File: src/rtl/ajb_pkg.sv
// Shared types, constants and functions of the audio jitter buffer.
// No dependencies; the files that use it refer to it by scoped names.
package ajb_pkg;

    // Default sizes handed to the top level parameters.
    localparam int DEPTH_DEF     = 1024;
    localparam int MAX_BLOCK_DEF = 64;

    // Field widths fixed by the interface.
    localparam int SAMPLE_W = 16;
    localparam int LEN_W    = 7;
    localparam int CFG_W    = 11;
    localparam int FILL_W   = 11;
    localparam int GAIN_W   = 16;

    // Reset value of the prefill level register and three times that value.
    localparam logic [CFG_W-1:0] PREFILL_RESET   = 11'd256;
    localparam logic [CFG_W+1:0] PREFILL3_RESET  = 13'd768;

    // Fade ramp constants in unsigned Q0.16.
    localparam logic [7:0]        GAIN_STEP   = 8'd131;
    localparam logic [GAIN_W-1:0] GAIN_THRESH = 16'd65470;
    localparam logic [GAIN_W-1:0] GAIN_MAX    = 16'hFFFF;

    // Input item kinds.
    localparam logic KIND_PUSH   = 1'b0;
    localparam logic KIND_RENDER = 1'b1;

    typedef struct packed {
        logic                       kind;
        logic signed [SAMPLE_W-1:0] sample_in;
        logic [LEN_W-1:0]           block_len;
    } ajb_in_t;

    typedef struct packed {
        logic signed [SAMPLE_W-1:0] sample_out;
        logic                       last;
        logic                       accepted;
        logic [FILL_W-1:0]          fill_level;
        logic                       playing;
    } ajb_out_t;

    typedef enum logic [1:0] {
        ST_IDLE,
        ST_PREP,
        ST_EMIT
    } ajb_state_t;

    // Where the sample of a result comes from.
    typedef enum logic [1:0] {
        SRC_ZERO,
        SRC_RAW,
        SRC_SCALED
    } ajb_src_t;

    // One result as issued by the controller to the output stage.
    typedef struct packed {
        logic              valid;
        ajb_src_t          src;
        logic [GAIN_W-1:0] gain;
        logic              last;
        logic              accepted;
        logic [FILL_W-1:0] fill;
        logic              playing;
    } ajb_issue_t;

    // Raise the gain by ceil((1 - gain) * 0.002), saturating at full scale.
    function automatic logic [GAIN_W-1:0] gain_advance(input logic [GAIN_W-1:0] gain);
        logic [GAIN_W:0]   remain;
        logic [23:0]       prod;
        logic [7:0]        step;
        logic [GAIN_W:0]   sum;
        remain = 17'h10000 - {1'b0, gain};
        prod   = 24'(remain) * 24'(GAIN_STEP) + 24'hFFFF;
        step   = prod[23:16];
        sum    = {1'b0, gain} + 17'(step);
        if (sum[GAIN_W]) begin
            return GAIN_MAX;
        end
        return sum[GAIN_W-1:0];
    endfunction

endpackage

File: src/rtl/ajb_ctrl.sv
// Controller of the audio jitter buffer: FIFO pointers, fill, prefill and fade state.
// Depends on ajb_pkg; drives the sample RAM and issues results to ajb_out.
module ajb_ctrl #(
    parameter int DEPTH     = ajb_pkg::DEPTH_DEF,
    parameter int MAX_BLOCK = ajb_pkg::MAX_BLOCK_DEF
) (
    input  logic                            aclk,
    input  logic                            aresetn,
    input  logic                            s_valid,
    output logic                            s_ready,
    input  ajb_pkg::ajb_in_t                s_data,
    input  logic                            cfg_we,
    input  logic [ajb_pkg::CFG_W-1:0]       cfg_wdata,
    output ajb_pkg::ajb_issue_t             issue,
    input  logic                            issue_ready,
    output logic                            mem_we,
    output logic [$clog2(DEPTH)-1:0]        mem_waddr,
    output logic [ajb_pkg::SAMPLE_W-1:0]    mem_wdata,
    output logic                            mem_re,
    output logic [$clog2(DEPTH)-1:0]        mem_raddr
);

    localparam int AW = $clog2(DEPTH);
    localparam int FW = $clog2(DEPTH + 1);
    localparam int P3W = ajb_pkg::CFG_W + 2;
    // Common width for fill and prefill comparisons.
    localparam int CW = (FW > P3W) ? FW : P3W;
    localparam int LW = $clog2(MAX_BLOCK + 1);
    localparam logic [ajb_pkg::LEN_W-1:0] LEN_MAX  = ajb_pkg::LEN_W'(MAX_BLOCK);
    localparam logic [AW-1:0]             ADDR_TOP = AW'(DEPTH - 1);
    localparam logic [FW-1:0]             FILL_TOP = FW'(DEPTH);

    ajb_pkg::ajb_state_t              state_reg, state_next;
    logic [AW-1:0]                    wr_addr_reg, wr_addr_next;
    logic [AW-1:0]                    rd_addr_reg, rd_addr_next;
    logic [FW-1:0]                    fill_reg, fill_next;
    logic                             done_reg, done_next;
    logic [ajb_pkg::GAIN_W-1:0]       gain_reg, gain_next;
    logic [ajb_pkg::CFG_W-1:0]        prefill_reg, prefill_next;
    logic [P3W-1:0]                   prefill3_reg, prefill3_next;
    logic                             kind_reg, kind_next;
    logic [ajb_pkg::SAMPLE_W-1:0]     sample_reg, sample_next;
    logic [LW-1:0]                    len_reg, len_next;
    logic [LW-1:0]                    cnt_reg, cnt_next;
    logic                             silent_reg, silent_next;
    logic                             fading_reg, fading_next;

    logic [ajb_pkg::LEN_W-1:0]        len_sat;
    logic [AW-1:0]                    wr_inc, rd_inc;
    logic [CW-1:0]                    fill_ext, p_ext, p3_ext;
    logic [CW-1:0]                    fill_up, fill_dn;
    logic                             full;
    logic                             len_last;
    logic [ajb_pkg::GAIN_W-1:0]       gain_up;

    // Helpers: saturated length, wrapped pointer increments, widened compares.
    assign len_sat  = (s_data.block_len > LEN_MAX) ? LEN_MAX : s_data.block_len;
    assign wr_inc   = (wr_addr_reg == ADDR_TOP) ? '0 : wr_addr_reg + 1'b1;
    assign rd_inc   = (rd_addr_reg == ADDR_TOP) ? '0 : rd_addr_reg + 1'b1;
    assign fill_ext = CW'(fill_reg);
    assign p_ext    = CW'(prefill_reg);
    assign p3_ext   = CW'(prefill3_reg);
    assign fill_up  = fill_ext + 1'b1;
    assign fill_dn  = fill_ext - 1'b1;
    assign full     = (fill_reg == FILL_TOP);
    assign len_last = (LW'(cnt_reg + 1'b1) == len_reg);
    assign gain_up  = ajb_pkg::gain_advance(gain_reg);

    // Next state, memory controls and the issued result.
    always_comb begin
        state_next    = state_reg;
        wr_addr_next  = wr_addr_reg;
        rd_addr_next  = rd_addr_reg;
        fill_next     = fill_reg;
        done_next     = done_reg;
        gain_next     = gain_reg;
        prefill_next  = prefill_reg;
        prefill3_next = prefill3_reg;
        kind_next     = kind_reg;
        sample_next   = sample_reg;
        len_next      = len_reg;
        cnt_next      = cnt_reg;
        silent_next   = silent_reg;
        fading_next   = fading_reg;

        s_ready   = (state_reg == ajb_pkg::ST_IDLE);
        issue     = '0;
        mem_we    = 1'b0;
        mem_re    = 1'b0;
        mem_waddr = wr_addr_reg;
        mem_raddr = rd_addr_reg;
        mem_wdata = sample_reg;

        case (state_reg)
            ajb_pkg::ST_IDLE: begin
                if (s_valid) begin
                    kind_next   = s_data.kind;
                    sample_next = s_data.sample_in;
                    len_next    = LW'(len_sat);
                    cnt_next    = '0;
                    if (s_data.kind == ajb_pkg::KIND_PUSH) begin
                        state_next = ajb_pkg::ST_EMIT;
                    end else if (s_data.block_len != '0) begin
                        state_next = ajb_pkg::ST_PREP;
                    end
                end
            end

            // Block start: prefill gate, fade decision and one drift step.
            ajb_pkg::ST_PREP: begin
                if (!done_reg && (fill_ext < p_ext)) begin
                    silent_next = 1'b1;
                end else begin
                    silent_next = 1'b0;
                    if (!done_reg) begin
                        done_next = 1'b1;
                        gain_next = '0;
                    end
                    fading_next = !done_reg || (gain_reg < ajb_pkg::GAIN_THRESH);
                    // Blocks never reach 80 samples, so the drift step drops one sample.
                    if (fill_ext > p3_ext) begin
                        rd_addr_next = rd_inc;
                        fill_next    = FW'(fill_dn);
                    end
                end
                state_next = ajb_pkg::ST_EMIT;
            end

            // One result per transfer into the output stage.
            ajb_pkg::ST_EMIT: begin
                issue.valid   = 1'b1;
                issue.playing = done_reg;
                if (kind_reg == ajb_pkg::KIND_PUSH) begin
                    issue.last = 1'b1;
                    issue.src  = ajb_pkg::SRC_ZERO;
                    if (!full) begin
                        issue.accepted = 1'b1;
                        issue.fill     = fill_up[ajb_pkg::FILL_W-1:0];
                    end else begin
                        issue.fill     = fill_ext[ajb_pkg::FILL_W-1:0];
                    end
                    if (issue_ready) begin
                        if (!full) begin
                            mem_we       = 1'b1;
                            wr_addr_next = wr_inc;
                            fill_next    = FW'(fill_up);
                        end
                        state_next = ajb_pkg::ST_IDLE;
                    end
                end else begin
                    issue.last = len_last;
                    if (!silent_reg && (fill_reg != '0)) begin
                        issue.src  = fading_reg ? ajb_pkg::SRC_SCALED : ajb_pkg::SRC_RAW;
                        issue.gain = fading_reg ? gain_up : gain_reg;
                        issue.fill = fill_dn[ajb_pkg::FILL_W-1:0];
                        if (issue_ready) begin
                            mem_re       = 1'b1;
                            rd_addr_next = rd_inc;
                            fill_next    = FW'(fill_dn);
                            if (fading_reg) begin
                                gain_next = gain_up;
                            end
                        end
                    end else begin
                        issue.src  = ajb_pkg::SRC_ZERO;
                        issue.fill = fill_ext[ajb_pkg::FILL_W-1:0];
                    end
                    if (issue_ready) begin
                        cnt_next = LW'(cnt_reg + 1'b1);
                        if (len_last) begin
                            state_next = ajb_pkg::ST_IDLE;
                        end
                    end
                end
            end

            default: begin
                state_next = ajb_pkg::ST_IDLE;
            end
        endcase

        // Configuration write; three times the level is kept for the drift test.
        if (cfg_we) begin
            prefill_next  = cfg_wdata;
            prefill3_next = P3W'(cfg_wdata) + P3W'({cfg_wdata, 1'b0});
        end
    end

    // State registers.
    always_ff @(posedge aclk) begin
        if (!aresetn) begin
            state_reg    <= ajb_pkg::ST_IDLE;
            wr_addr_reg  <= '0;
            rd_addr_reg  <= '0;
            fill_reg     <= '0;
            done_reg     <= 1'b0;
            gain_reg     <= '0;
            prefill_reg  <= ajb_pkg::PREFILL_RESET;
            prefill3_reg <= ajb_pkg::PREFILL3_RESET;
            kind_reg     <= ajb_pkg::KIND_PUSH;
            len_reg      <= '0;
            cnt_reg      <= '0;
            silent_reg   <= 1'b0;
            fading_reg   <= 1'b0;
        end else begin
            state_reg    <= state_next;
            wr_addr_reg  <= wr_addr_next;
            rd_addr_reg  <= rd_addr_next;
            fill_reg     <= fill_next;
            done_reg     <= done_next;
            gain_reg     <= gain_next;
            prefill_reg  <= prefill_next;
            prefill3_reg <= prefill3_next;
            kind_reg     <= kind_next;
            len_reg      <= len_next;
            cnt_reg      <= cnt_next;
            silent_reg   <= silent_next;
            fading_reg   <= fading_next;
        end
    end

    // The pushed sample needs no reset.
    always_ff @(posedge aclk) begin
        sample_reg <= sample_next;
    end

endmodule

File: config.mk
export PLATFORM = sky130hd
export DESIGN_NAME = ajb_ctrl
export DESIGN_NICKNAME = d
export VERILOG_FILES = /design/src/rtl/ajb_pkg.sv /design/src/rtl/ajb_ctrl.sv
export SDC_FILE = /design/constraint.sdc
export NUM_CORES = 1
export LEC_CHECK = 0
export BUFFER_PORTS_ARGS = -buffer_cell sky130_fd_sc_hd__clkbuf_2
export CORE_ASPECT_RATIO = 1.5
export CORE_MARGIN = 2
export CORE_UTILIZATION = 35
export CTS_CLUSTER_DIAMETER = 60
export DETAILED_ROUTE_END_ITERATION = 8
export GPL_ROUTABILITY_DRIVEN = 0
export GPL_TIMING_DRIVEN = 1
export SLEW_MARGIN = 20
export SYNTH_ARGS = -nofsm -noshare
export SYNTH_HDL_FRONTEND = slang
export SYNTH_SLANG_ARGS = --single-unit
File: constraint.sdc
create_clock -name aclk -period 9.5 [get_ports aclk]
set_input_delay 1.425 -clock aclk [delete_from_list [all_inputs] [get_ports aclk]]
set_output_delay 1.425 -clock aclk [all_outputs]
set_load 0.01 [all_outputs]
==> impl_results.md <==
- Drt pass-1 iters: 5
- R2r setup slk: 2.24 ns
- Final setup fails: 0
- TritonCTS clock tree: done
- Final wirelength: 23.5 mm
- Reg2Reg Depth: 27
- I/O pins: 112
- Min cycle time layout: 9.09 ns
- Core Area: 25,600 um^2
- Antenna viol nets, final: 0
- Synthesized flop and latch total: 106
- Critical Path AT: 7.67 ns
- Remaining DRCs: 0
- Die ar.: 27,200 um^2
- CP most frequent cell: ha_1
- Most used DFF post-synth: dfxtp_1
- R2r startpoint: gain_reg[2]
- Critical path required time: 8.08 ns
- Main area contributors after synthesis: dfxtp_1 20%, ha_1 15%, fa_1 5.5%
- HP Class: flip-flop to flip-flop
- RSZ-0062 raised after global routing: false
- Final net count: 1,351
- Fillers: 2,656
- Tot Pwr: 1100 uW
- Crit-path max FO: 9
- Post-Syn Area: 9060 um^2
- Syn Area/Cell: 8.24 um^2
- Worst path max stage delay: 0.59 ns
- Vias in the first global route: 7,956
- Initial antenna violation count: 0
- Pins Over Slew Limit: 0
- Power Dens Cells: 108 nW/um^2
- Clock Latency Late Sink: 0.36 ns
- Initial Util: 35.4%
- Pint: 754 uW
- Clock power frac: 34.7%
- 1st-iter DRT viols: 385
- Hold path cells: 2
- Asr flop ratio synth: 0%
- Die Wd: 135 um
- Switch Pwr: 345 uW
- Worst slew pin tran: 0.871 ns
- Yosys warns: 0
- GRT Total Usage: 17.5%
- Area leader, netlist: dfxtp_1
- Crit path kind: flip-flop to primary output
- Hold Vio Cnt, Final: 0
- Final period util: 95.7%
- TNS Setup: 0 ns
- Hold Path End: len_reg[6]
- Clk buf depth: 2
- Clock root buffer: clkbuf_16
- Cells after synthesis: 1,099
- DR vias: 7,914
- Share of layout cells above drive strength 1: 15.4%
- Row count: 72
- Fmax: 110 MHz
- Post-Synthesis Net Count: 1,270
- CP Buf/Inv Count: 3
- Pin count of the biggest net entering global routing: 58
- Die H: 201 um
- Vias per cell: 5.21
- HPWL Detailed: 18.7 mm
- Slowest cell on crit path: or4_2
- Grt ovf: 0
- Max_cap viols: 0
- FF-to-FF End: gain_reg[14]
- Count of different cell masters after synthesis: 83
- Status: finished clean
- Relative slew slack: 41.9%
- Hold_sp: len_reg[6]
- CTS buffer count: 9
- Peak supply drop: 0.000108 V
- Post-synthesis sequential area ratio: 25.2%
- Antenna Cells: 0
- Hold WS: 0.471 ns
- WL per Instance: 15.5 um
- H-tree Lvls: 3
- Clock transition at path regs: 0.08 ns
- Number of I/O port buffers: 111
- Crit path capture type: primary output
- Comb pwr share: 20.1%
- Synth-to-layout area growth: 12.6%
- EDFF count, synth: 16
- Switching power share of the total: 31.4%
- Skew final: 0.0137 ns
- Critical path's top delay family: adder cells
- Leakage power total: 0.00457 uW
- First-pass GRT wire length: 38.6 mm
- Clock sinks: 106
- Flop pwr share: 45.1%
- Post-synth top area share: 19.9%
- Startpoint types: flip-flop
- Hold_buf cts: 0
-- per-layer routing --
layer	GRT usage [%]	routed length, um	share of wire, %	up-vias
met5	0	0	0	-
met4	7.78	866	3.7	0
met3	2.78	854	3.6	50
met2	33.1	12700	54	156
met1	18.7	9070	39	3744
li1	-	-	-	3964
-- tightest hold or removal path, cell delays in order (launching register included) --
cell and delay [ns]:
dfxtp_1 0.32, nand2_1 0.05, a21oi_1 0.05
-- area by class of cell --
type / instances / area (um^2) / area share, %
Timing Repair Buffer: 119 / 616 / 6.03
Inverter: 128 / 480 / 4.71
Tap cell: 333 / 417 / 4.08
Clock inverter: 7 / 77.6 / 0.760
Multi-Input combinational cell: 816 / 6100 / 59.8
Sequential cell: 106 / 2290 / 22.4
Clock buffer: 9 / 225 / 2.21
-- layout by cell type (no fill, tap or decap), drive strengths merged, types with 18 or more instances in the layout --
cell type  count
inv          133
nor2         124
clkbuf       120
ha           106
dfxtp         90
a21oi         79
nand2         62
xnor2         49
o21ai         36
xor2          30
nand3         29
fa            25
mux2i         24
nor3          23
nand4         18
-- timing repair --
item	CTS	global route
setup buffers	0	3
hold endpoints to repair	0	0
setup endpoints to repair	0	16
gates resized for setup	0	15
-- synthesized netlist by cell type (all sizes together), types with 13 or more instances --
master and instances:
fa 25, dfxtp 90, nand2 62, xor2 30
nand3 29, a21oi 79, inv 128, buf 13
o21ai 36, nor2 124, a211oi 14, ha 106
nor3 23, nand4 18, mux2i 24, or3 16
xnor2 49, clkbuf 36, edfxtp 16
-- cells by family after synthesis --
group,Yosys count,share of synthesized area [%]
simple gates,360,20.1
flops,106,25.2
mux,25,2.91
buf+inv,177,8.16
compound gates,221,15.7
fa+ha+maj,131,20.2
xor+xnor,79,7.72
-- metrics by stage --
step | setup slack, ns | area [um^2] | util, % | instances
final | 0.407 | 10200 | 39.9 | 1518
after global routing | 0.0134 | 10200 | 39.9 | 1518
after CTS | 0.146 | 10100 | 39.5 | 1515
after detailed placement | 0.583 | 9810 | 38.3 | 1499
after global placement | 0.673 | 9810 | 38.3 | 1499
after floorplan | 1.27 | 9060 | - | 1099
-- worst max-delay path by stage --
stage / start / to / slack, ns / depth (start not counted)
2_1_floorplan: gain_reg[2] / issue[27] / 1.27 / 27
3_3_place_gp: gain_reg[1] / issue[26] / 0.67 / 29
3_5_place_dp: gain_reg[1] / issue[26] / 0.58 / 29
4_1_cts: gain_reg[1] / issue[26] / 0.15 / 29
5_1_grt: gain_reg[2] / issue[26] / 0.01 / 27
6_report: gain_reg[2] / issue[26] / 0.41 / 27
-- power groups by stage --
| stage | Clock, uW | Combinational [uW] | Sequential [uW] |
|---|---|---|---|
| 6_report | 382 | 221 | 496 |
| 3_3_place_gp | 0 | 217 | 506 |
| 5_1_grt | 409 | 247 | 500 |
| 3_5_place_dp | 0 | 221 | 507 |
| 2_1_floorplan | 0 | 164 | 498 |
| 4_1_cts | 394 | 222 | 496 |
No activity file was read; power rests on OpenSTA's default activity.
