<file path="src/rtl/ajb_pkg.sv">
// Shared types, constants and functions of the audio jitter buffer.
// No dependencies; the files that use it refer to it by scoped names.
package ajb_pkg;

    // Default sizes handed to the top level parameters.
    localparam int DEPTH_DEF     = 1024;
    localparam int MAX_BLOCK_DEF = 64;

    // Field widths fixed by the interface.
    localparam int SAMPLE_W = 16;
    localparam int LEN_W    = 7;
    localparam int CFG_W    = 11;
    localparam int FILL_W   = 11;
    localparam int GAIN_W   = 16;

    // Reset value of the prefill level register and three times that value.
    localparam logic [CFG_W-1:0] PREFILL_RESET   = 11'd256;
    localparam logic [CFG_W+1:0] PREFILL3_RESET  = 13'd768;

    // Fade ramp constants in unsigned Q0.16.
    localparam logic [7:0]        GAIN_STEP   = 8'd131;
    localparam logic [GAIN_W-1:0] GAIN_THRESH = 16'd65470;
    localparam logic [GAIN_W-1:0] GAIN_MAX    = 16'hFFFF;

    // Input item kinds.
    localparam logic KIND_PUSH   = 1'b0;
    localparam logic KIND_RENDER = 1'b1;

    typedef struct packed {
        logic                       kind;
        logic signed [SAMPLE_W-1:0] sample_in;
        logic [LEN_W-1:0]           block_len;
    } ajb_in_t;

    typedef struct packed {
        logic signed [SAMPLE_W-1:0] sample_out;
        logic                       last;
        logic                       accepted;
        logic [FILL_W-1:0]          fill_level;
        logic                       playing;
    } ajb_out_t;

    typedef enum logic [1:0] {
        ST_IDLE,
        ST_PREP,
        ST_EMIT
    } ajb_state_t;

    // Where the sample of a result comes from.
    typedef enum logic [1:0] {
        SRC_ZERO,
        SRC_RAW,
        SRC_SCALED
    } ajb_src_t;

    // One result as issued by the controller to the output stage.
    typedef struct packed {
        logic              valid;
        ajb_src_t          src;
        logic [GAIN_W-1:0] gain;
        logic              last;
        logic              accepted;
        logic [FILL_W-1:0] fill;
        logic              playing;
    } ajb_issue_t;

    // Raise the gain by ceil((1 - gain) * 0.002), saturating at full scale.
    function automatic logic [GAIN_W-1:0] gain_advance(input logic [GAIN_W-1:0] gain);
        logic [GAIN_W:0]   remain;
        logic [23:0]       prod;
        logic [7:0]        step;
        logic [GAIN_W:0]   sum;
        remain = 17'h10000 - {1'b0, gain};
        prod   = 24'(remain) * 24'(GAIN_STEP) + 24'hFFFF;
        step   = prod[23:16];
        sum    = {1'b0, gain} + 17'(step);
        if (sum[GAIN_W]) begin
            return GAIN_MAX;
        end
        return sum[GAIN_W-1:0];
    endfunction

endpackage

</file>
<file path="src/rtl/ajb_out.sv">
// Output stage of the audio jitter buffer: RAM read stage, fade scaling, output register.
// Depends on ajb_pkg; takes issued results from ajb_ctrl and read data from ajb_ram.
module ajb_out (
    input  logic                         aclk,
    input  logic                         aresetn,
    input  ajb_pkg::ajb_issue_t          issue,
    output logic                         issue_ready,
    input  logic [ajb_pkg::SAMPLE_W-1:0] rd_data,
    output logic                         m_valid,
    input  logic                         m_ready,
    output ajb_pkg::ajb_out_t            m_data
);

    logic                        s1_valid_reg, s1_valid_next;
    ajb_pkg::ajb_issue_t         s1_info_reg;
    logic                        m_valid_reg, m_valid_next;
    ajb_pkg::ajb_out_t           m_data_reg, m_data_next;
    logic                        s1_adv;
    logic                        s1_load;
    logic signed [16:0]          gain_s;
    logic signed [33:0]          prod;
    logic signed [33:0]          rounded;

    // Stage one moves on when the output register is free or being emptied.
    assign s1_adv      = s1_valid_reg && (!m_valid_reg || m_ready);
    assign issue_ready = !s1_valid_reg || s1_adv;
    assign s1_load     = issue.valid && issue_ready;

    // Fade scaling with round half up; the arithmetic shift floors.
    assign gain_s  = signed'({1'b0, s1_info_reg.gain});
    assign prod    = 34'(signed'(rd_data)) * 34'(gain_s);
    assign rounded = prod + 34'sd32768;

    // Next values of stage one and of the output register.
    always_comb begin
        s1_valid_next = s1_valid_reg;
        if (s1_load) begin
            s1_valid_next = 1'b1;
        end else if (s1_adv) begin
            s1_valid_next = 1'b0;
        end

        m_valid_next = m_valid_reg;
        if (s1_adv) begin
            m_valid_next = 1'b1;
        end else if (m_ready) begin
            m_valid_next = 1'b0;
        end

        m_data_next            = m_data_reg;
        m_data_next.last       = s1_info_reg.last;
        m_data_next.accepted   = s1_info_reg.accepted;
        m_data_next.fill_level = s1_info_reg.fill;
        m_data_next.playing    = s1_info_reg.playing;
        case (s1_info_reg.src)
            ajb_pkg::SRC_RAW:    m_data_next.sample_out = signed'(rd_data);
            ajb_pkg::SRC_SCALED: m_data_next.sample_out = rounded[31:16];
            default:             m_data_next.sample_out = '0;
        endcase
    end

    // Control registers.
    always_ff @(posedge aclk) begin
        if (!aresetn) begin
            s1_valid_reg <= 1'b0;
            m_valid_reg  <= 1'b0;
        end else begin
            s1_valid_reg <= s1_valid_next;
            m_valid_reg  <= m_valid_next;
        end
    end

    // Payload registers.
    always_ff @(posedge aclk) begin
        if (s1_load) begin
            s1_info_reg <= issue;
        end
        if (s1_adv) begin
            m_data_reg <= m_data_next;
        end
    end

    assign m_valid = m_valid_reg;
    assign m_data  = m_data_reg;

endmodule

</file>
<file path="config.mk">
export PLATFORM = sky130hd
export DESIGN_NAME = ajb_out
export DESIGN_NICKNAME = d
export VERILOG_FILES = /design/src/rtl/ajb_pkg.sv /design/src/rtl/ajb_out.sv
export SDC_FILE = /design/constraint.sdc
export NUM_CORES = 1
export LEC_CHECK = 0
export BUFFER_PORTS_ARGS = -buffer_cell sky130_fd_sc_hd__buf_2
export CAP_MARGIN = 20
export CORE_MARGIN = 3
export CORE_UTILIZATION = 55
export CTS_BUF_LIST = sky130_fd_sc_hd__clkbuf_16
export CTS_CLUSTER_SIZE = 16
export DETAILED_ROUTE_END_ITERATION = 10
export PLACE_DENSITY = 0.76
export SLEW_MARGIN = 30
export SYNTH_ARGS = -nofsm -noshare
export SYNTH_HDL_FRONTEND = slang
export SYNTH_SLANG_ARGS = --single-unit
export TNS_END_PERCENT = 10
</file>
<file path="constraint.sdc">
create_clock -name aclk -period 18.91 [get_ports aclk]
set_clock_uncertainty 0.05 [all_clocks]
set_input_delay 3.782 -clock aclk [delete_from_list [all_inputs] [get_ports aclk]]
set_output_delay 3.782 -clock aclk [all_outputs]
set_load 0.02 [all_outputs]
</file>
==> results.json, run 1 <==
{
  "seq_area_frac_synth_pct": 17.5,
  "end_kind": "flop",
  "grt_antenna_before_repair": 0,
  "cp.arrival_ns": 9.44,
  "rows": 50,
  "root_buffer": "clkbuf_16",
  "drive_gt1_share_pct": 9.11,
  "cts_tree": "done",
  "largest_reg_flops": 30,
  "clock_path_buffers": 2,
  "core-area_sq_mm": 0.0191,
  "drcViolationCount": 0,
  "netlist_instances": 1129,
  "num_antenna_cells": 0,
  "first_pass_iters": 5,
  "nFillCells": 1572,
  "grtUsageTotal_pct": 23.5,
  "grt_pass1_wl_um": 40900,
  "htree_levels": 3,
  "cts_setup_buffers": 0,
  "finalSetupViolCount": 0,
  "drt-total-wl_um": 24100,
  "gp_congestion": 0.942,
  "hold_viol_final": 0,
  "wire_per_inst_um": 16.7,
  "maxCapViolations": 0,
  "async_flop_share_pct": 0,
  "numPortBuffers": 83,
  "cp-start-kind": "primary input",
  "ys_dominant_reg_cell": "edfxtp_1",
  "clk_pin_slew_ns": 0.06,
  "r2r_end": "m_data[24]",
  "avgSynthCellArea_sq_um": 9.65,
  "period_minus_slack_ns": 9.42,
  "dieArea_sq_mm": 0.0215,
  "ys_types": 54,
  "instances_no_fill": 1445,
  "reg2reg_slack_ns": 12.40,
  "finalNetCount": 1543,
  "clkSinkCount": 64,
  "area_growth_syn_to_layout_pct": 8.36,
  "fmax_ghz": 0.106,
  "rsz0062_at_grt": "false",
  "fin_crit_sh_pct": 49.8,
  "status": "finished, final reports clean",
  "grt_max_degree": 33,
  "ant_nets": 0,
  "ff2ff_path_depth": 20,
  "worst-path-max-fanout": 17,
  "worstPathRequired_ns": 18.93,
  "dp_hpwl_um": 19200,
  "vias_per_cell": 5.40,
  "dpl.cell_count": 1429,
  "cts_made_buffers": 9,
  "synth_edf_count": 62,
  "cts_hold_buf": 0,
  "r2r-start": "gain_s[6]",
  "grt_pass1_vias": 8456,
  "vias": 7806,
  "synth_nets": 1492,
  "holdPathEnd": "m_data[4]",
  "drtIter0Drc": 477,
  "final_max_slew_viol_count": 0,
  "start_util_pct": 57.1,
  "clk_latency_ns": 0.33,
  "tns_ns": 0,
  "hold_slack_ns": 0.370,
  "cts_resized": 0,
  "yosys_register_bits": 64,
  "die_h_um": 147,
  "tightestPinTransition_ns": 0.876,
  "ys_warn_count": 0,
  "hold_class": "reg -> reg",
  "syn_area_sq_mm": 0.0109,
  "worstHoldStart": "m_data_next[4]",
  "path_class": "in -> reg",
  "maxSlewHeadroom_pct": 41.6,
  "hold_depth": 0,
  "globalRoute.totalOverflow": 0,
  "die_w_um": 147,
  "io_pins": 84
}
[metrics by stage]
stage / utilization [%] / setup slack [ns] / cell area (sq um)
after floorplan: - / 9.53 / 10900
after global placement: 60.2 / 9.30 / 11500
after detailed placement: 60.2 / 9.23 / 11500
after CTS: 61.9 / 9.55 / 11800
after global routing: 61.9 / 9.30 / 11800
final: 61.9 / 9.49 / 11800
[layout make-up]
type / instances / area, sq um / share of cell area [%]
clock inverter: 7 / 95.1 / 0.806
tap: 260 / 325 / 2.76
sequential: 64 / 1900 / 16.1
timing repair buffer: 85 / 430 / 3.65
clock buffer: 9 / 225 / 1.91
inverter: 246 / 923 / 7.82
multi-input combinational: 774 / 7900 / 66.9
[worst max path at each step]
stage	depth (start not counted)	slack, ns	startpoint	to
after floorplan	22	9.53	rd_data[8]	m_data[24]
after global placement	21	9.30	rd_data[7]	m_data[28]
after detailed placement	21	9.23	rd_data[7]	m_data[28]
after CTS	21	9.55	rd_data[7]	m_data[28]
after global routing	21	9.30	rd_data[7]	m_data[24]
final	21	9.49	rd_data[7]	m_data[24]
[kinds of logic after synthesis]
family | Yosys count | share of synthesized area, %
flops | 64 | 17.5
xor+xnor | 14 | 1.13
compound gates | 109 | 6.55
simple gates | 338 | 15.6
mux | 2 | 0.184
fa+ha+maj | 311 | 49.0
buf+inv | 291 | 10.0
[per-layer routing]
layer | wire (um) | global-route usage, % | share of wire (%) | vias to the layer above
li1 | - | - | - | 3583
met1 | 9840 | 30.3 | 41 | 3910
met2 | 12200 | 41.3 | 50 | 254
met3 | 1340 | 3.02 | 5.6 | 59
met4 | 753 | 7.57 | 3.1 | 0
met5 | 0 | 0 | 0 | -
[cell usage after synthesis, drive strengths merged, types with 8 or more instances]
library cell	count	share of area, %
inv	246	8.5
fa	193	35
nand2	154	5.3
ha	118	14
and2	114	6.5
edfxtp	62	17
clkbuf	43	1.5
a21oi	35	1.6
o21ai	27	1.3
nor2b	16	0.92
nor2	13	0.45
a21o	12	0.83
nand2b	9	0.52
nand3	8	0.37
[cells in the final DEF, fill, tap and decap left out, drive strengths merged, types with 2 or more instances in the layout]
cell type	count
inv	247
buf	85
ha	118
a21o	12
o21a	3
bufinv	2
xor2	7
fa	193
and4	6
nor2b	16
nand3	8
a22oi	2
or3	3
edfxtp	62
and3	5
nor3	2
o21ai	27
a31oi	2
mux2i	2
and2	114
clkinv	3
o21bai	4
o31ai	3
dfxtp	2
a21oi	35
a221o	2
a32o	2
nand2b	9
xnor2	7
a211oi	3
clkbuf	9
nor2	13
nand2	154
nand4	5
o211ai	2
[worst max-delay path, stage by stage]
cell and delay, ns:
buf_2 0.35, nand2_1 0.14, fa_1 0.56, inv_1 0.05, fa_1 0.50, inv_1 0.05
fa_1 0.53, inv_1 0.06, fa_1 0.45, fa_1 0.49, inv_1 0.05, fa_1 0.49
inv_1 0.05, ha_1 0.37, and4_1 0.27, and4_1 0.19, a22oi_1 0.09, a21oi_1 0.31
o211ai_1 0.18, a21o_1 0.21, a32o_1 0.26
Power of run 1 is left out: the tool's default activity adds up to more than one toggle a clock period on the data nets, which glitch-free logic cannot reach.
==> inputs of run 2 (changes only) <==
--- a/config.mk
+++ b/config.mk
@@ -12,7 +12,7 @@
 export CTS_BUF_LIST = sky130_fd_sc_hd__clkbuf_16
 export CTS_CLUSTER_SIZE = 16
 export DETAILED_ROUTE_END_ITERATION = 10
-export PLACE_DENSITY = 0.76
+export PLACE_DENSITY = 0.79
 export SLEW_MARGIN = 30
 export SYNTH_ARGS = -nofsm -noshare
 export SYNTH_HDL_FRONTEND = slang
==> constraint.sdc (replaced) <==
create_clock -name aclk -period 8.2 [get_ports aclk]
set_clock_uncertainty 0.05 [all_clocks]
set_input_delay 1.64 -clock aclk [delete_from_list [all_inputs] [get_ports aclk]]
set_output_delay 1.64 -clock aclk [all_outputs]
set_load 0.02 [all_outputs]
==> results.json, run 2 (synthesis gave the netlist of run 1 again) <==
{
  "grt_pass1_vias": 8593,
  "ff2ff_path_depth": 20,
  "cts_hold_buf": 0,
  "die_h_um": 147,
  "place_area_sq_mm": 0.0115,
  "io_pins": 84,
  "cp-start-kind": "primary input",
  "cp.arrival_ns": 7.29,
  "fmax_ghz": 0.137,
  "grt_pass1_wl_um": 40900,
  "drt-total-wl_um": 24000,
  "r2r-start": "gain_s[5]",
  "rsz0062_at_grt": "false",
  "root_buffer": "clkbuf_16",
  "maxSlewHeadroom_pct": 36.8,
  "instances_no_fill": 1445,
  "grt_antenna_before_repair": 0,
  "wire_per_inst_um": 16.6,
  "largest_reg_flops": 30,
  "fin_crit_sh_pct": 88.8,
  "cts_made_buffers": 9,
  "finalNetCount": 1543,
  "drcViolationCount": 0,
  "globalRoute.totalOverflow": 0,
  "hold_class": "reg -> reg",
  "vias": 7906,
  "end_kind": "flop",
  "multi_input_area_sq_mm": 0.00790,
  "clk_pin_slew_ns": 0.05,
  "final_max_slew_viol_count": 0,
  "die_w_um": 147,
  "nFillCells": 1564,
  "crit_start": "rd_data[7]",
  "gp_congestion": 0.910,
  "cts_resized": 0,
  "core-area_sq_mm": 0.0191,
  "path_class": "in -> reg",
  "finalSetupViolCount": 0,
  "tns_ns": 0,
  "cts_tree": "done",
  "clock_path_buffers": 2,
  "worstPathRequired_ns": 8.20,
  "clk_latency_ns": 0.32,
  "reg2reg_slack_ns": 1.65,
  "htree_levels": 3,
  "dp_hpwl_um": 19100,
  "num_antenna_cells": 0,
  "status": "finished, final reports clean",
  "grtUsageTotal_pct": 23.4,
  "worst-path-max-fanout": 17,
  "drive_gt1_share_pct": 9.11,
  "stdcell_area_sq_mm": 0.0118,
  "dpl.cell_count": 1429,
  "hold_slack_ns": 0.365,
  "vias_per_cell": 5.47,
  "tightestPinTransition_ns": 0.949,
  "ff_latch_area_sq_mm": 0.00190,
  "ant_nets": 0,
  "drtIter0Drc": 471,
  "first_pass_iters": 8,
  "start_util_pct": 57.1,
  "cts_setup_buffers": 0,
  "area_growth_syn_to_layout_pct": 7.93,
  "r2r_end": "m_data[28]",
  "hold_viol_final": 0,
  "crit_end": "m_data[28]",
  "numPortBuffers": 83,
  "rows": 50,
  "grt_max_degree": 31,
  "layout_common_cells": "inv_1, fa_1, nand2_1",
  "final_common_cell": "inv_1",
  "dieArea_sq_mm": 0.0215,
  "clkSinkCount": 64,
  "period_minus_slack_ns": 7.29,
  "maxCapViolations": 0
}
[run 2: cell count changes in the layout (fill, tap and decap cells not counted), sizes merged]
cell and change:
clkinvlp +1, bufinv -2, clkinv +1
[run 2: worst min-delay path by stage]
stage / from / to / slack [ns] / depth (start not counted)
after global placement: m_data_next[6] / m_data[6] / 0.35 / 0
after floorplan: m_data_next[0] / m_data[0] / 0.35 / 0
final: m_data_next[7] / m_data[7] / 0.37 / 0
after global routing: m_data_next[7] / m_data[7] / 0.37 / 0
after CTS: m_data_next[7] / m_data[7] / 0.36 / 0
after detailed placement: m_data_next[7] / m_data[7] / 0.36 / 0
[run 2: metal layers]
layer  part of all wire, %  routed length [um]  GRT usage, %
met1                    40                9680          31.2
met4                   3.5                 835          7.15
met3                   6.6                1580          2.19
met2                    50               11900          40.7
met5                     0                   0             0
[run 2: cell type report]
| class | count | share of cell area (%) |
|---|---|---|
| multi-input combinational | 774 | 67.2 |
| sequential | 64 | 16.2 |
| inverter | 246 | 7.85 |
| timing repair buffer | 85 | 3.66 |
| tap | 260 | 2.77 |
| clock buffer | 9 | 1.92 |
| clock inverter | 7 | 0.404 |
[run 2: per-stage QoR]
stage               utilization (%)  setup slack (ns)
CTS                            61.6             0.935
global placement               60.2             0.718
floorplan                         -             0.957
global route                   61.6             0.626
detailed placement             60.2             0.627
finish                         61.6             0.914
[run 2: critical path, cell delays in order]
cell and delay [ns]:
buf_2 0.35, nand2_1 0.15, fa_1 0.57, inv_1 0.05, fa_1 0.50, inv_1 0.06
fa_1 0.53, inv_1 0.05, fa_1 0.47, fa_1 0.50, inv_1 0.05, fa_1 0.48
inv_1 0.04, ha_1 0.35, and4_1 0.27, and3_1 0.17, a22oi_1 0.21, a21oi_1 0.16
o31ai_1 0.39, xor2_1 0.22, o21ai_1 0.07
Power of run 2 is left out for the same reason.
==> inputs of run 3 (changes only) <==
--- a/config.mk
+++ b/config.mk
@@ -8,11 +8,11 @@
 export BUFFER_PORTS_ARGS = -buffer_cell sky130_fd_sc_hd__buf_2
 export CAP_MARGIN = 20
 export CORE_MARGIN = 3
-export CORE_UTILIZATION = 55
+export CORE_UTILIZATION = 50
 export CTS_BUF_LIST = sky130_fd_sc_hd__clkbuf_16
 export CTS_CLUSTER_SIZE = 16
 export DETAILED_ROUTE_END_ITERATION = 10
-export PLACE_DENSITY = 0.79
+export PLACE_DENSITY = 0.73
 export SLEW_MARGIN = 30
 export SYNTH_ARGS = -nofsm -noshare
 export SYNTH_HDL_FRONTEND = slang
==> results.json, run 3 (synthesis gave the netlist of run 1 again) <==
{
  "clk_latency_ns": 0.33,
  "multi_input_area_sq_mm": 0.00790,
  "drtIter0Drc": 438,
  "numPortBuffers": 83,
  "end_kind": "flop",
  "cpMostUsedCell": "fa_1",
  "globalRoute.totalOverflow": 0,
  "grtUsageTotal_pct": 21.1,
  "clk_pin_slew_ns": 0.05,
  "start_util_pct": 51.3,
  "fin_util_pct": 55.6,
  "worstPathRequired_ns": 8.21,
  "hold_viol_final": 0,
  "area_growth_syn_to_layout_pct": 8.32,
  "ff_latch_area_sq_mm": 0.00190,
  "finalSetupViolCount": 0,
  "instances_no_fill": 1460,
  "cts_made_buffers": 9,
  "maxSlewHeadroom_pct": 41.2,
  "drive_gt1_share_pct": 9.03,
  "largest_reg_flops": 30,
  "clkSinkCount": 64,
  "rsz0062_at_grt": "false",
  "vias": 7843,
  "first_pass_iters": 5,
  "slowest_delay_ns": 0.56,
  "crit_chain": "buf_2, nand2_1, fa_1, inv_1, fa_1, inv_1, fa_1, inv_1, fa_1, fa_1, inv_1, fa_1, inv_1, ha_1, and4_1, and3_1, a22oi_1, a21oi_1, o31ai_1, xor2_1, o21ai_1",
  "io_pins": 84,
  "cts_hold_buf": 0,
  "htree_levels": 3,
  "layout_common_cells": "inv_1, fa_1, nand2_1",
  "tightestPinTransition_ns": 0.882,
  "final_common_cell": "inv_1",
  "wire_per_inst_um": 16.5,
  "maxCapViolations": 0,
  "die_w_um": 154,
  "grt_antenna_before_repair": 0,
  "status": "finished, final reports clean",
  "num_antenna_cells": 0,
  "ant_nets": 0,
  "cp-start-kind": "primary input",
  "hold_class": "reg -> reg",
  "grt_pass1_vias": 8226,
  "cp_slowest_cell": "fa_1",
  "die_h_um": 154,
  "rows": 53,
  "tns_ns": 0,
  "fin_crit_sh_pct": 89.1,
  "reg2reg_slack_ns": 1.66,
  "dieArea_sq_mm": 0.0236,
  "path_buf_inv": 6,
  "path_class": "in -> reg",
  "grt_pass1_wl_um": 40900,
  "cp.arrival_ns": 7.31,
  "nFillCells": 1876,
  "drt-total-wl_um": 24000,
  "fmax_ghz": 0.137,
  "cts_setup_buffers": 0,
  "grt_max_degree": 31,
  "worst-path-max-fanout": 17,
  "period_minus_slack_ns": 7.30,
  "cts_tree": "done",
  "gp_congestion": 0.917,
  "cp_top_family": "adder cells",
  "clock_path_buffers": 2,
  "dpl.cell_count": 1444,
  "vias_per_cell": 5.37,
  "drcViolationCount": 0,
  "cts_resized": 0,
  "root_buffer": "clkbuf_16",
  "dp_hpwl_um": 18700,
  "final_max_slew_viol_count": 0,
  "finalNetCount": 1543,
  "core-area_sq_mm": 0.0212
}
## run 3: changes by cell type in the layout (fill, tap and decap cells not counted), sizes merged
| cell | previous run | this run |
|---|---|---|
| bufinv | 0 | 1 |
| clkinv | 4 | 3 |
## run 3: cell type report
class                   count  area share, %
multi-input cells         774           67.0
flip-flops and latches     64           16.1
inverters                 246           7.83
repair buffers             85           3.65
well taps                 275           2.92
clock buffers               9           1.91
clock inverters             7          0.604
## run 3: stage by stage
step                      cell area, sq um  hold slack [ns]  setup WS (ns)
final                                11800            0.366          0.898
after global routing                 11800            0.374          0.629
after CTS                            11800            0.369          0.981
after detailed placement             11500            0.359          0.645
after global placement               11500            0.350          0.693
after floorplan                      10900            0.350          0.957
## run 3: per-layer routing
layer  up-vias  share of wire [%]  global-route usage [%]
met2       225                 50                    36.7
li1       3585                  -                       -
met3        41                5.0                    2.59
met1      3992                 42                    28.6
met5         -                  0                       0
met4         0                2.2                    4.92
## run 3: worst paths after layout
check | cells past startpoint | to | startpoint
max | 21 | m_data[28] | rd_data[7]
min | 0 | m_data[7] | m_data_next[7]
min reg2reg | 0 | m_data[7] | m_data_next[7]
max reg2reg | 20 | m_data[28] | gain_s[6]
Power of run 3 is left out for the same reason.
